File: src/hw/rtl/ci32_pkg.sv
// Package for the checked 32-bit integer ALU: payload structs, operation codes,
// the classified-item type passed from front to back, and constants.
// No dependencies.
package ci32_pkg;

    localparam int unsigned WordWidth = 32;
    localparam int unsigned QueueDepth = 4;

    typedef enum logic [3:0] {
        OP_ADD   = 4'd0,
        OP_PLUS  = 4'd1,
        OP_SUB   = 4'd2,
        OP_MINUS = 4'd3,
        OP_MUL   = 4'd4,
        OP_TIMES = 4'd5,
        OP_DIV   = 4'd6,
        OP_REM   = 4'd7,
        OP_EQ    = 4'd8,
        OP_GT    = 4'd9,
        OP_AND   = 4'd10,
        OP_OR    = 4'd11,
        OP_XOR   = 4'd12,
        OP_NOT   = 4'd13,
        OP_LSH   = 4'd14,
        OP_RSH   = 4'd15
    } t_op;

    typedef struct packed {
        logic [3:0]  operation;
        logic [31:0] operand_a;
        logic [31:0] operand_b;
    } t_in_item;

    typedef struct packed {
        logic [31:0] result_word;
        logic        error_flag;
    } t_out_item;

    // Item after classification. Simple operations are finished in the front;
    // multiply and divide carry magnitudes and sign information to the back.
    typedef struct packed {
        logic        is_mul;
        logic        is_div;
        logic        checked;
        logic        want_rem;
        logic        neg_res;
        logic        early_err;
        logic [31:0] mag_a;
        logic [31:0] mag_b;
        logic [31:0] simple;
    } t_work;

endpackage

File: src/hw/rtl/ci32_queue.sv
// Short FIFO between the front and the back of the ALU.
// Depends on ci32_pkg.
module ci32_queue #(
    parameter int unsigned Depth = ci32_pkg::QueueDepth
) (
    input  logic            i_clk,
    input  logic            i_rst_n,
    input  logic            i_valid,
    output logic            o_stall,
    input  ci32_pkg::t_work i_data,
    output logic            o_valid,
    input  logic            i_stall,
    output ci32_pkg::t_work o_data
);

    localparam int unsigned Aw = (Depth > 1) ? $clog2(Depth) : 1;

    ci32_pkg::t_work     r_mem [Depth];
    logic [Aw-1:0]       r_wp, r_rp;
    logic [Aw:0]         r_cnt;
    logic                push, pop;

    assign o_stall = (r_cnt == Aw'(0) + (Aw+1)'(Depth));
    assign o_valid = (r_cnt != '0);
    assign o_data  = r_mem[r_rp];
    assign push    = i_valid && !o_stall;
    assign pop     = o_valid && !i_stall;

    always_ff @(posedge i_clk) begin
        if (!i_rst_n) begin
            r_wp  <= '0;
            r_rp  <= '0;
            r_cnt <= '0;
        end else begin
            if (push) begin
                r_wp <= (r_wp == Aw'(Depth - 1)) ? '0 : r_wp + Aw'(1);
            end
            if (pop) begin
                r_rp <= (r_rp == Aw'(Depth - 1)) ? '0 : r_rp + Aw'(1);
            end
            r_cnt <= r_cnt + (Aw+1)'(push) - (Aw+1)'(pop);
        end
        if (push) begin
            r_mem[r_wp] <= i_data;
        end
    end

endmodule

File: config.mk
export PLATFORM = sky130hd
export DESIGN_NAME = ci32_queue
export DESIGN_NICKNAME = d
export VERILOG_FILES = /design/src/hw/rtl/ci32_pkg.sv /design/src/hw/rtl/ci32_queue.sv
export SDC_FILE = /design/constraint.sdc
export NUM_CORES = 1
export LEC_CHECK = 0
export CAP_MARGIN = 20
export CELL_PAD_IN_SITES_DETAIL_PLACEMENT = 1
export CELL_PAD_IN_SITES_GLOBAL_PLACEMENT = 2
export CORE_UTILIZATION = 35
export CTS_BUF_LIST = sky130_fd_sc_hd__clkbuf_4 sky130_fd_sc_hd__clkbuf_8
export DETAILED_ROUTE_END_ITERATION = 7
export DONT_BUFFER_PORTS = 1
export GPL_ROUTABILITY_DRIVEN = 0
export PLACE_DENSITY_LB_ADDON = 0.1
export SLEW_MARGIN = 20
export SYNTH_ARGS = -nofsm -noshare
export SYNTH_HDL_FRONTEND = slang
export SYNTH_SLANG_ARGS = --single-unit
export TNS_END_PERCENT = 20
File: constraint.sdc
create_clock -name i_clk -period 5.5 [get_ports i_clk]
set_clock_uncertainty 0.15 [all_clocks]
set_input_delay 1.1 -clock i_clk [delete_from_list [all_inputs] [get_ports i_clk]]
set_output_delay 1.1 -clock i_clk [all_outputs]
set_load 0.01 [all_outputs]
## After elaboration in Yosys (flattened, before gate mapping)

Memory sizes are Yosys's and may differ from the RTL's. A register that Yosys moved wholly into a read port is not among the register bits.
Index checks and enable logic that the tools add are counted.

- Bits in registers: 7
- Memory bits (writable): 408
- Input bits: 106
- Output and inout bits: 104
- Logic and storage cells: 22
- Memories: 1

- Add/sub/neg operators: 4
- Equality and inequality tests: 3
- Multiplexer cells: 6
- Reduce and logical (&&, ||, !) cells: 5

Memory list:

| memory | words | bits a word | read ports | clocked after memory_dff | write ports | RTL line | text |
|---|---|---|---|---|---|---|---|
| r_mem | 4 | 102 | 1 | 1 | 1 | ci32_queue.sv:18 | `ci32_pkg::t_work r_mem [Depth];` |

Operators by type and width:

| kind | count |
|---|---|
| 2-to-1 mux 2 bit | 4 |
| adder 2 x 1 -> 2 bit (second input constant) | 2 |
| == test 2 bit (second input constant) | 2 |
| adder 3 x 1 -> 3 bit | 1 |
| == test 3 bit (second input constant) | 1 |
| nonzero test 3 bit | 1 |
| subtractor 3 x 1 -> 3 bit | 1 |
| logical AND 1 bit | 2 |
| logical NOT 1 bit | 2 |
| 2-to-1 mux 1 bit | 2 |

## Depth between registers and ports, before layout

Gate-level depths: netlist of run 1.

- Word-level depth: 5
- Mapped depth: 12
- Mapped depth without buffers: 11

## Worst setup path before layout of run 1

No wires, ideal clock.

- Path type: input -> register
- Start: input i_valid
- End: memory r_mem[1][0] (netlist name), enable pin
- Library setup time: 0.472 ns
- Arrival time: 3.837 ns
- Data required time: 4.878 ns
- Slack: 1.041 ns
- Cell stages on the path: 3
- Cells stage by stage: nor2b_1 clkbuf_1 and2_1

- Cells in the longest elaborated chain, start to end: 3

Ends and longest elaborated chain:

| element | RTL line | text |
|---|---|---|
| start, declared | ci32_queue.sv:8 | `input logic i_valid,` |
| logical AND 1 bit | ci32_queue.sv:26 | `assign push = i_valid && !o_stall;` |
| 2-to-1 mux 1 bit | ci32_queue.sv:43 | `if (push) begin` |
| 2-to-1 mux 1 bit (not written as such) | ci32_queue.sv:44 | `r_mem[r_wp] <= i_data;` |
| end, declared | ci32_queue.sv:18 |  |

No other way between the ends.

==> run metrics, run 1 <==
status=complete, no violations; pins over their slew limit=0; CTS Hold Bufs=0; # Max-Cap Violations=0; Seq/Total Area, Yosys=81.84%; CP delay by family, top=flip-flops; worst skew pair latency=600 ps; initial antenna violation count=0; syn_nets=697; Tcrit/Tclk final=69.13%; grt ovf=0; max incr delay on CP=790 ps; Hold Path Depth=2; largest net degree at the start of global routing=63; Iter 0 DRT Violations=301; postcts setup bufs=0; DRC violations left=0; Core Area=42420 um^2; nature of the critical path endpoint=primary output; Peak VDD IR=0.2077 mV; antenna viol nets, final=0; r2r worst-path depth=11; area grow syn2layout=13.89%; drt pass-1 iters=4; Synth Warn #=0; kind of critical path=reg -> out; r2r startpoint=r_cnt[1]$_SDFF_PN0_; antenna diode instance count=0; crit path DAT=2550 ps; share of post-route cells with drive strength above 1=32.71%; global-route usage over all layers=14.14%; Num CTS Buffers=71; cell count after synthesis=583; total number of vias=6151; Total Neg Setup Slack=0 ps; final wirelength=30820 um; crit start category=register; CTS tree=built; CP Depth=2; fraction of registers with async set/reset=0%; Initial Util=35.81%; Via-to-Cell Ratio=4.839; io pins=210; number of global-route vias before repair=7011; library cells used by synthesis=17; min Tclk post-route=3802 ps; Synth Cell Area=15190 um^2; slowest stage cell, crit path=dfxtp_4; CTS Root Cell=clkbuf_8; RSZ-0062 raised after global routing=false; fillers=3951; worst-path cell chain=buf_4 > mux4_2; Rel. slew slack=32.72%; Max Clk Rate=263.0 MHz; Post-CTS Resized=0; Clock Path Buffers=3; nets=754; DP Wirelength=17490 um; Rows=75; first-pass GRT wire length=44970 um; Die X=210.3 um; depth of the CTS H-tree=3; Post-synth EDFFs=408; Critical Path Fanout Max=32; Final Hold Vio Count=0; Yosys reg bits=417; slew at the pin with the worst max-slew slack=1009 ps; HP Class=reg -> reg; Buffers on Ports=0; Pleak=0.005296 uW; clock-pin slew on the worst setup and hold paths=60 ps; final total power=8147 uW; final setup violation count=0; Worst Path Buf+Inv=1; Die H=210.3 um; Pwr Density=470.9 nW/um^2; CP required=4250 ps; area of the die=44240 um^2; Mean Syn Cell Area=26.06 um^2; CTS Sinks=417; Avg WL per Cell=24.25 um; final core occ=40.79%; hold_sp=r_rp[1]$_SDFFE_PN0N_; most used flip-flop cell after synthesis=edfxtp_1
[placed cells by master, fill, tap and decap left out, types with 3 or more instances in the layout]
cell	synthesis	routed
ha_1	7	7
clkinv_1	0	16
nor2b_1	3	3
inv_1	5	5
clkbuf_4	0	26
dfxtp_1	9	7
mux2i_1	4	4
clkinvlp_4	0	4
buf_12	0	5
edfxtp_1	408	408
and2_4	0	4
mux4_2	102	102
buf_4	0	3
nand2_1	8	8
bufinv_16	0	3
clkbuf_8	0	74
clkinv_2	0	3
[registers in the layout (all words and copies together), names as in the netlist, named ones only]
signal	flops
r_rp	2
r_wp	2
r_mem	408
r_cnt	3
[worst register-to-register path, delay by kind of cell (launching register included)]
kind	cells	cell delay (ps)
buf+inv	3	250
flops	1	360
simple gates	3	1080
xor+xnor	2	280
fa+ha+maj	3	770
[metrics by stage]
stage | area (um^2) | std cells | worst slack [ps] | hold WS [ps]
finish | 17300 | 1271 | 1698 | 344.4
floorplan | 15190 | 583 | 1041 | 313.1
detailed placement | 15880 | 1144 | 2026 | 339.4
global placement | 15880 | 1144 | 2095 | 312.7
CTS | 17300 | 1271 | 1503 | 351.4
global route | 17300 | 1271 | 1430 | 366.3
[cells by family after synthesis]
logic type,synth area share (%)
simple gates,0.7085
mux,15.39
fa+ha+maj,0.7083
flops,81.84
xor+xnor,0.1153
buf+inv,1.244
[power by group]
part	switching, uW	internal (uW)	total (uW)
Combinational	788	573	1360
Clock	1210	1560	2770
Sequential	151	3860	4020
[worst paths after layout]
| path | end | slack [ps] |
|---|---|---|
| worst max-delay path | o_data[26] | 1700 |
| worst min-delay path | register | 340 |
| worst max register to register | r_cnt[2]$_SDFF_PN0_ | 2520 |
| worst min register to register | register | 340 |
[routing by layer]
layer,up-vias,track usage (%),part of all wire [%]
li1,2618,-,-
met1,3301,15.91,39
met2,182,23.52,51
met3,50,6.392,8.3
met4,0,5.386,2.3
met5,-,0,0
[cells in the mapped netlist, types with 2 or more instances]
| cell type | number | area [um^2] |
|---|---|---|
| edfxtp_1 | 408 | 12250 |
| mux4_2 | 102 | 2297 |
| buf_2 | 10 | 50.05 |
| buf_6 | 9 | 101.4 |
| dfxtp_1 | 9 | 180.2 |
| nand2_1 | 8 | 30.03 |
| ha_1 | 7 | 87.58 |
| and2_1 | 6 | 37.54 |
| clkbuf_1 | 5 | 18.77 |
| inv_1 | 5 | 18.77 |
| mux2i_1 | 4 | 40.04 |
| nor2b_1 | 3 | 18.77 |
| nor2_1 | 2 | 7.510 |
| xnor2_1 | 2 | 17.52 |
[cell type report]
| cell class | instances | area, um^2 | share of cell area [%] |
|---|---|---|---|
| tap | 577 | 721.9 | 4.173 |
| timing repair buffer | 8 | 122.6 | 0.7088 |
| clock buffer | 100 | 1214 | 7.015 |
| sequential | 417 | 12440 | 71.90 |
| inverter | 5 | 18.77 | 0.1085 |
| multi-input combinational | 137 | 2580 | 14.91 |
| clock inverter | 27 | 203.9 | 1.179 |
Power figures use the tool's default switching activity.
==> run 2, diff against run 1 <==
==> constraint.sdc (replaced) <==
create_clock -name i_clk -period 3.64 [get_ports i_clk]
set_clock_uncertainty 0.15 [all_clocks]
set_input_delay 0.728 -clock i_clk [delete_from_list [all_inputs] [get_ports i_clk]]
set_output_delay 0.728 -clock i_clk [all_outputs]
set_load 0.01 [all_outputs]
==> run 2 against run 1 <==
Against the previous run: sequential power rose by 50%; design area rose by 2.8%; register-to-register slack got worse by 1600 ps; global-route usage rose by 0.19 points; highest routed layer unchanged; largest cell class unchanged; largest power group unchanged; total power rose by 51%; setup slack got worse by 1200 ps; hold slack got worse by 280 ps; non-clock buffer count rose by 51; first-iteration DRC count fell by 28%; combinational power rose by 63%.
==> run metrics, run 2 (synthesized netlist as in run 1, its figures left out) <==
slowest stage cell, crit path=dfxtp_4; crit path DAT=2250 ps (-300 ps); CTS Root Cell=clkbuf_8; drt pass-1 iters=4 (unchanged); Rel. slew slack=58.52% (+26 points); Clock Path Buffers=3 (unchanged); Post-CTS Resized=0 (unchanged); clock-pin slew on the worst setup and hold paths=60 ps (about the same); biggest regs=r_mem (408), r_cnt (3); Switching Share=26.34% (about the same); r2r startpoint=r_cnt[1]$_SDFF_PN0_; global-route usage over all layers=14.32% (+0.19 points); hold_sp=i_data[6]; post-route cell area=17780 um^2 (+2.8%); slew at the pin with the worst max-slew slack=622.2 ps (-387.1 ps); Largest register FFs=408 (unchanged); Buffers on Ports=0 (unchanged); kind of critical path=reg -> out; Die H=210.3 um (unchanged); Rows=75 (unchanged); depth of the CTS H-tree=3 (unchanged); Final Hold Vio Count=0 (unchanged); worst skew pair latency=590 ps (about the same); most frequent cells in the layout=edfxtp_1, mux4_2, clkbuf_8, dlygate4sd3_1, clkbuf_4; CP delay by family, top=flip-flops; pre-CTS setup slack=866.8 ps (-1159 ps); CTS tree=built; Sw Pwr=3238 uW (+51%); sequential power share=49.1% (-0.2 points); Critical Path Fanout Max=22 (-31%); Most flops, register=r_mem; initial antenna violation count=0 (unchanged); Num CTS Buffers=70 (-1.4%); r2r worst-path depth=12 (+1); nature of the critical path endpoint=primary output; r2r setup slk=900 ps (-1620 ps); Initial Util=35.81% (unchanged); postcts setup bufs=0 (unchanged); pins over their slew limit=0 (unchanged); Die X=210.3 um (unchanged); DRC violations left=0 (unchanged); final wirelength=31100 um (+0.90%); Multi-input gate area=2580 um^2 (unchanged); final setup violation count=0 (unchanged); worst hold endpoint=r_mem[1][6]$_DFFE_PP_; Register Area=12440 um^2 (unchanged); largest net degree at the start of global routing=58 (-7.9%); antenna viol nets, final=0 (unchanged); final total power=12290 uW (+51%); min Tclk post-route=3132 ps; Worst Path Buf+Inv=1 (unchanged); number of global-route vias before repair=7244 (+3.3%); crit start category=register; first-pass GRT wire length=45830 um (+1.9%); Iter 0 DRT Violations=216 (-28%); status=complete, no violations; fin worst setup slack=507.6 ps (-1190 ps); Peak VDD IR=0.3451 mV (+66%); Pleak=0.005523 uW (+4.3%); Placed Area=15990 um^2 (+0.66%); commonest non-fill, non-tap cell in the layout=edfxtp_1; Core Area=42420 um^2 (unchanged); Via-to-Cell Ratio=4.854 (+0.29%); area of the die=44240 um^2 (unchanged); HP Class=in -> reg; CP required=2760 ps (-1490 ps); worst-path cell chain=buf_4 > mux4_2; share of post-route cells with drive strength above 1=31.40% (-1.3 points); # Max-Cap Violations=0 (unchanged); P_int=9057 uW (+51%); io pins=210 (unchanged); final non-filler cell total=1319 (+3.8%); CTS Sinks=417 (unchanged); Clk pwr share=32.9% (-1.1 points); Avg WL per Cell=23.58 um (-2.8%); CTS Hold Bufs=42 (+42); max incr delay on CP=670 ps (-120 ps); reg-to-reg endpoint=r_cnt[2]$_SDFF_PN0_; combinational share of power=18.0% (+1.3 points); antenna diode instance count=0 (unchanged); Inst Count DP=1153 (+0.79%); grt ovf=0 (unchanged); DP Wirelength=17950 um (+2.6%); RSZ-0062 raised after global routing=false; nets=804 (+6.6%); area grow syn2layout=17.03%; Max Clk Rate=319.2 MHz; fillers=3935 (-0.40%); total number of vias=6402 (+4.1%); Pwr Density=691.6 nW/um^2 (+47%); Tcrit/Tclk final=86.06%; Hold Path Depth=0 (-2)
-- run 2: changes by cell type in the layout (fill, tap and decap cells not counted), sizes merged --
cell,delta
dlygate4sd3,+42
inv,+2
buf,+9
clkinvlp,-4
clkinv,+6
clkbuf,-7
-- run 2: stage by stage --
step           TNS (ps)  hold slack [ps]  util [%]
2_1_floorplan   -136760            313.1         -
3_3_place_gp          0            333.5     37.69
3_5_place_dp          0            342.9     37.69
4_1_cts               0           0.1469     41.91
5_1_grt               0           0.1053     41.91
6_report              0            68.04     41.91
-- run 2: metal layers --
layer | GRT usage [%] | vias up | wire [um] | share of wire, %
li1 | - | 2720 | - | -
met1 | 16.13 | 3431 | 12130 | 39
met2 | 24.21 | 192 | 15740 | 51
met3 | 5.885 | 59 | 2438 | 7.8
met4 | 5.588 | 0 | 790 | 2.5
met5 | 0 | - | 0 | 0
-- run 2: worst max path at each step --
stage / start / to / slack, ps / depth (start not counted)
after global routing: register / o_data[76] / 290 / 2
after global placement: r_cnt[1]$_SDFF_PN0_ / r_cnt[2]$_SDFF_PN0_ / 980 / 12
after floorplan: i_valid / r_mem[0][0]$_DFFE_PP_ / -450 / 3
after detailed placement: r_cnt[1]$_SDFF_PN0_ / r_cnt[2]$_SDFF_PN0_ / 870 / 12
final: register / o_data[80] / 510 / 2
after CTS: register / o_data[80] / 350 / 2
-- run 2: cell type report --
cell class | count | area share (%)
Inverter | 5 | 0.1056
Clock buffer | 93 | 6.461
Clock inverter | 31 | 1.246
Timing Repair Buffer | 59 | 3.646
Multi-Input combinational cell | 137 | 14.51
Sequential cell | 417 | 69.97
Tap cell | 577 | 4.061
-- run 2: power groups by stage --
stage / clock, uW / sequential [uW] / combinational (uW)
6_report: 4050 / 6040 / 2210
5_1_grt: 4360 / 6090 / 2380
4_1_cts: 4210 / 6050 / 2300
3_5_place_dp: 0 / 6150 / 2240
3_3_place_gp: 0 / 6110 / 2220
2_1_floorplan: 0 / 6050 / 1730
-- run 2: worst register-to-register path, cell delays in order (launching register included) --
cell	delay (ps)
dfxtp_1	360
nor3b_1	460
nor2b_1	100
buf_4	190
inv_1	60
ha_1	220
inv_1	60
ha_1	130
inv_1	60
fa_1	400
xnor2_1	210
xnor2_1	90
and2_1	150
==> run 3, diff against run 2 <==
--- a/config.mk
+++ b/config.mk
@@ -5,6 +5,7 @@
 export SDC_FILE = /design/constraint.sdc
 export NUM_CORES = 1
 export LEC_CHECK = 0
+export ABC_AREA = 1
 export CAP_MARGIN = 20
 export CELL_PAD_IN_SITES_DETAIL_PLACEMENT = 1
 export CELL_PAD_IN_SITES_GLOBAL_PLACEMENT = 2
@@ -14,7 +15,8 @@
 export DONT_BUFFER_PORTS = 1
 export GPL_ROUTABILITY_DRIVEN = 0
 export PLACE_DENSITY_LB_ADDON = 0.1
-export SLEW_MARGIN = 20
+export RECOVER_POWER = 100
+export SLEW_MARGIN = 40
 export SYNTH_ARGS = -nofsm -noshare
 export SYNTH_HDL_FRONTEND = slang
 export SYNTH_SLANG_ARGS = --single-unit
==> run 3 against run 2 <==
Against the previous run: the run now ends with capacitance limit, slew limit left; critical endpoint is now o_data[26]; highest routed layer unchanged; critical path depth rose by 2; global-route usage rose by 2.3 points; sequential share of layout area fell by 4.2 points; flip-flop and latch count did not move; cell count rose by 39%; die area rose by 6.5%; first-iteration DRC count rose by 110%; setup slack got worse by 230 ps; synthesized cell count rose by 80%.
==> run metrics, run 3 <==
HP Class=in -> reg; Most flops, register=r_mem; Buffers on Ports=0 (unchanged); Largest register FFs=408 (unchanged); cell count after synthesis=1051 (+80%); depth of the CTS H-tree=3 (unchanged); Avg WL per Cell=21.36 um (-9.4%); Num CTS Buffers=73 (+4.3%); Pwr Density=722.9 nW/um^2 (+4.5%); Via-to-Cell Ratio=4.988 (+2.8%); initial antenna violation count=4 (+4); Rows=78 (+4.0%); top-count cell post-synth=edfxtp_1; fillers=4589 (+17%); Commonest cells post-synth=edfxtp_1, nor2_1, o21ai_0, o22ai_1, o21ai_2; kind of critical path=reg -> out; Critical Path Fanout Max=101 (+360%); antenna viol nets, final=0 (unchanged); Die X=217.1 um (+3.2%); Hold Path Depth=2 (+2); DP Wirelength=20810 um (+16%); crit path DAT=2480 ps (+230 ps); largest area contributor in the netlist=edfxtp_1; main combinational cell family by area after synthesis=compound AO/OA/AOI/OAI gates; Synth Area in Adders=0.6647% (-0.044 points); CTS tree=built; Core Area=45480 um^2 (+7.2%); syn_nets=1165 (+67%); RSZ-0062 raised after global routing=false; final total power=13680 uW (+11%); crit start category=register; Initial Util=35.60% (-0.22 points); routed wl met3=2152 um (-12%); Tcrit/Tclk final=92.28% (+6.2 points); pins over their slew limit=335 (+335); CTS Sinks=417 (unchanged); io pins=210 (unchanged); worst skew pair latency=610 ps (+20 ps); pre-CTS setup slack=928.0 ps (+61.14 ps); final wirelength=39260 um (+26%); Inst Count DP=1606 (+39%); DRC violations left=0 (unchanged); Yosys reg bits=417 (unchanged); DR WL met2=19460 um (+24%); ranking of synthesized cells by area=edfxtp_1, nor2_1, o21ai_0; Final Hold Vio Count=0 (unchanged); library cells used by synthesis=25 (+8); biggest regs=r_mem (408), r_cnt (3); Clock Path Buffers=3 (unchanged); share of post-route cells with drive strength above 1=16.86% (-15 points); Peak VDD IR=0.3175 mV (-8.0%); status=finished, violations left; global-route usage over all layers=16.65% (+2.3 points); Mean Syn Cell Area=15.40 um^2 (-41%); Simple-Gate Fraction of Synth Area=6.909% (+6.2 points); CP required=2760 ps (about the same); clock-pin slew on the worst setup and hold paths=50 ps (about the same); Max Clk Rate=297.7 MHz (-6.7%); r2r worst-path depth=5 (-7); Max Used Layer=met4; Synth Cell Area=16190 um^2 (+6.6%); Synth Warn #=0 (unchanged); Pleak=0.006165 uW (+12%); Post-synth EDFFs=408 (unchanged); grt ovf=0 (unchanged); number of global-route vias before repair=9803 (+35%); # Max-Cap Violations=5 (+5); area grow syn2layout=16.91%; CTS Root Cell=clkbuf_8; final non-filler cell total=1838 (+39%); largest net degree at the start of global routing=103 (+78%); nets=1298 (+61%); Register Area=12440 um^2 (unchanged); fin worst setup slack=281.1 ps (-226.5 ps); commonest non-fill, non-tap cell in the layout=edfxtp_1; top cell type's share of synthesized area=75.68% (-5.0 points); Rel. slew slack=-23.83% (-82 points); xor and xnor area share after synthesis=0.05410% (-0.061 points); slew at the pin with the worst max-slew slack=1857 ps (+1235 ps); mux contribution to synthesized area=0% (-15 points); Multi-input gate area=3095 um^2 (+20%); total number of vias=9168 (+43%); drt pass-1 iters=5 (+1); most used flip-flop cell after synthesis=edfxtp_1; fraction of registers with async set/reset=0% (unchanged); final setup violation count=0 (unchanged); Die H=217.1 um (+3.2%); Iter 0 DRT Violations=460 (+110%); Seq/Total Area, Yosys=76.79% (-5.0 points); area of the die=47120 um^2 (+6.5%); final core occ=41.62% (-0.30 points); Synth Area in Compound Gates=12.40% (+12 points); min Tclk post-route=3359 ps (+226.5 ps); Post-CTS Resized=0 (unchanged); nature of the critical path endpoint=primary output; violated checks=capacitance limit, slew limit; Total Neg Setup Slack=0 ps (unchanged); most frequent cells in the layout=edfxtp_1, nor2_1, o21ai_0, dlygate4sd3_1, o22ai_1; first-pass GRT wire length=58570 um (+28%); DRT met1 WL=16810 um (+39%)
run 3: changes by cell type in the layout (fill, tap and decap cells not counted), moves of 6 or more:
cell / before / now
o22ai_1: 0 / 96
o21ai_1: 0 / 23
clkbuf_4: 21 / 29
nor2_4: 0 / 32
o21ai_0: 0 / 144
o21ai_2: 0 / 37
buf_12: 8 / 2
inv_1: 5 / 14
dlygate4sd3_1: 42 / 103
nor2_1: 2 / 188
mux4_2: 102 / 0
o22ai_2: 0 / 6
run 3: power by group:
| group | switching, uW | leakage, uW | internal [uW] |
|---|---|---|---|
| clock | 1840 | 0.000712 | 2200 |
| combinational | 2650 | 0.00164 | 899 |
| sequential | 180 | 0.00381 | 5920 |
| total | 4670 | 0.00617 | 9010 |
run 3: area by class of cell:
class                      instances  area share, %
timing repair buffer             124          6.393
inverter                          16         0.3966
multi-input combinational        552          16.35
clock inverter                    27         0.7801
antenna                            4        0.05289
clock buffer                      98          6.333
tap                              600          3.966
sequential                       417          65.72
run 3: final timing paths:
kind / end / startpoint / slack (ps)
min: r_cnt[1]$_SDFF_PN0_ / i_rst_n / 80
max: o_data[26] / register / 280
max reg2reg: r_mem[2][59]$_DFFE_PP_ / r_cnt[1]$_SDFF_PN0_ / 570
min reg2reg: register / r_rp[0]$_SDFFE_PN0N_ / 370
run 3: cells by family (layout without fill, tap and decap cells):
kind of cell,Yosys count,count (layout)
XOR/XNOR,1,1
AND/OR/NAND/NOR,235,235
flip-flops,417,417
adder cells (fa/ha/maj),8,8
AO/OA/AOI/OAI,308,308
other,0,4
buffers and inverters,82,265
run 3: through the flow:
stage	hold WS (ps)	area, um^2
after floorplan	329.2	16200
after global placement	356.7	16810
after detailed placement	362.9	16810
after CTS	0.7623	19180
after global routing	29.54	18920
final	83.16	18930
run 3: what timing repair did:
item / CTS / global route
hold endpoints to repair: 409 / 0
buffers inserted: 0 / 0
hold buffers: 103 / 0
run 3: layer usage:
metal  vias to the layer above  global-route usage, %
met2                       176                  28.14
li1                       4230                      -
met5                         -                      0
met1                      4693                  20.00
met3                        69                  5.339
met4                         0                  5.610
run 3: critical path: stages, from the launching register on:
cell      delay [ps]
dfxtp_4          420
clkinv_8         420
buf_6            430
nor2_1            80
o22ai_1          470
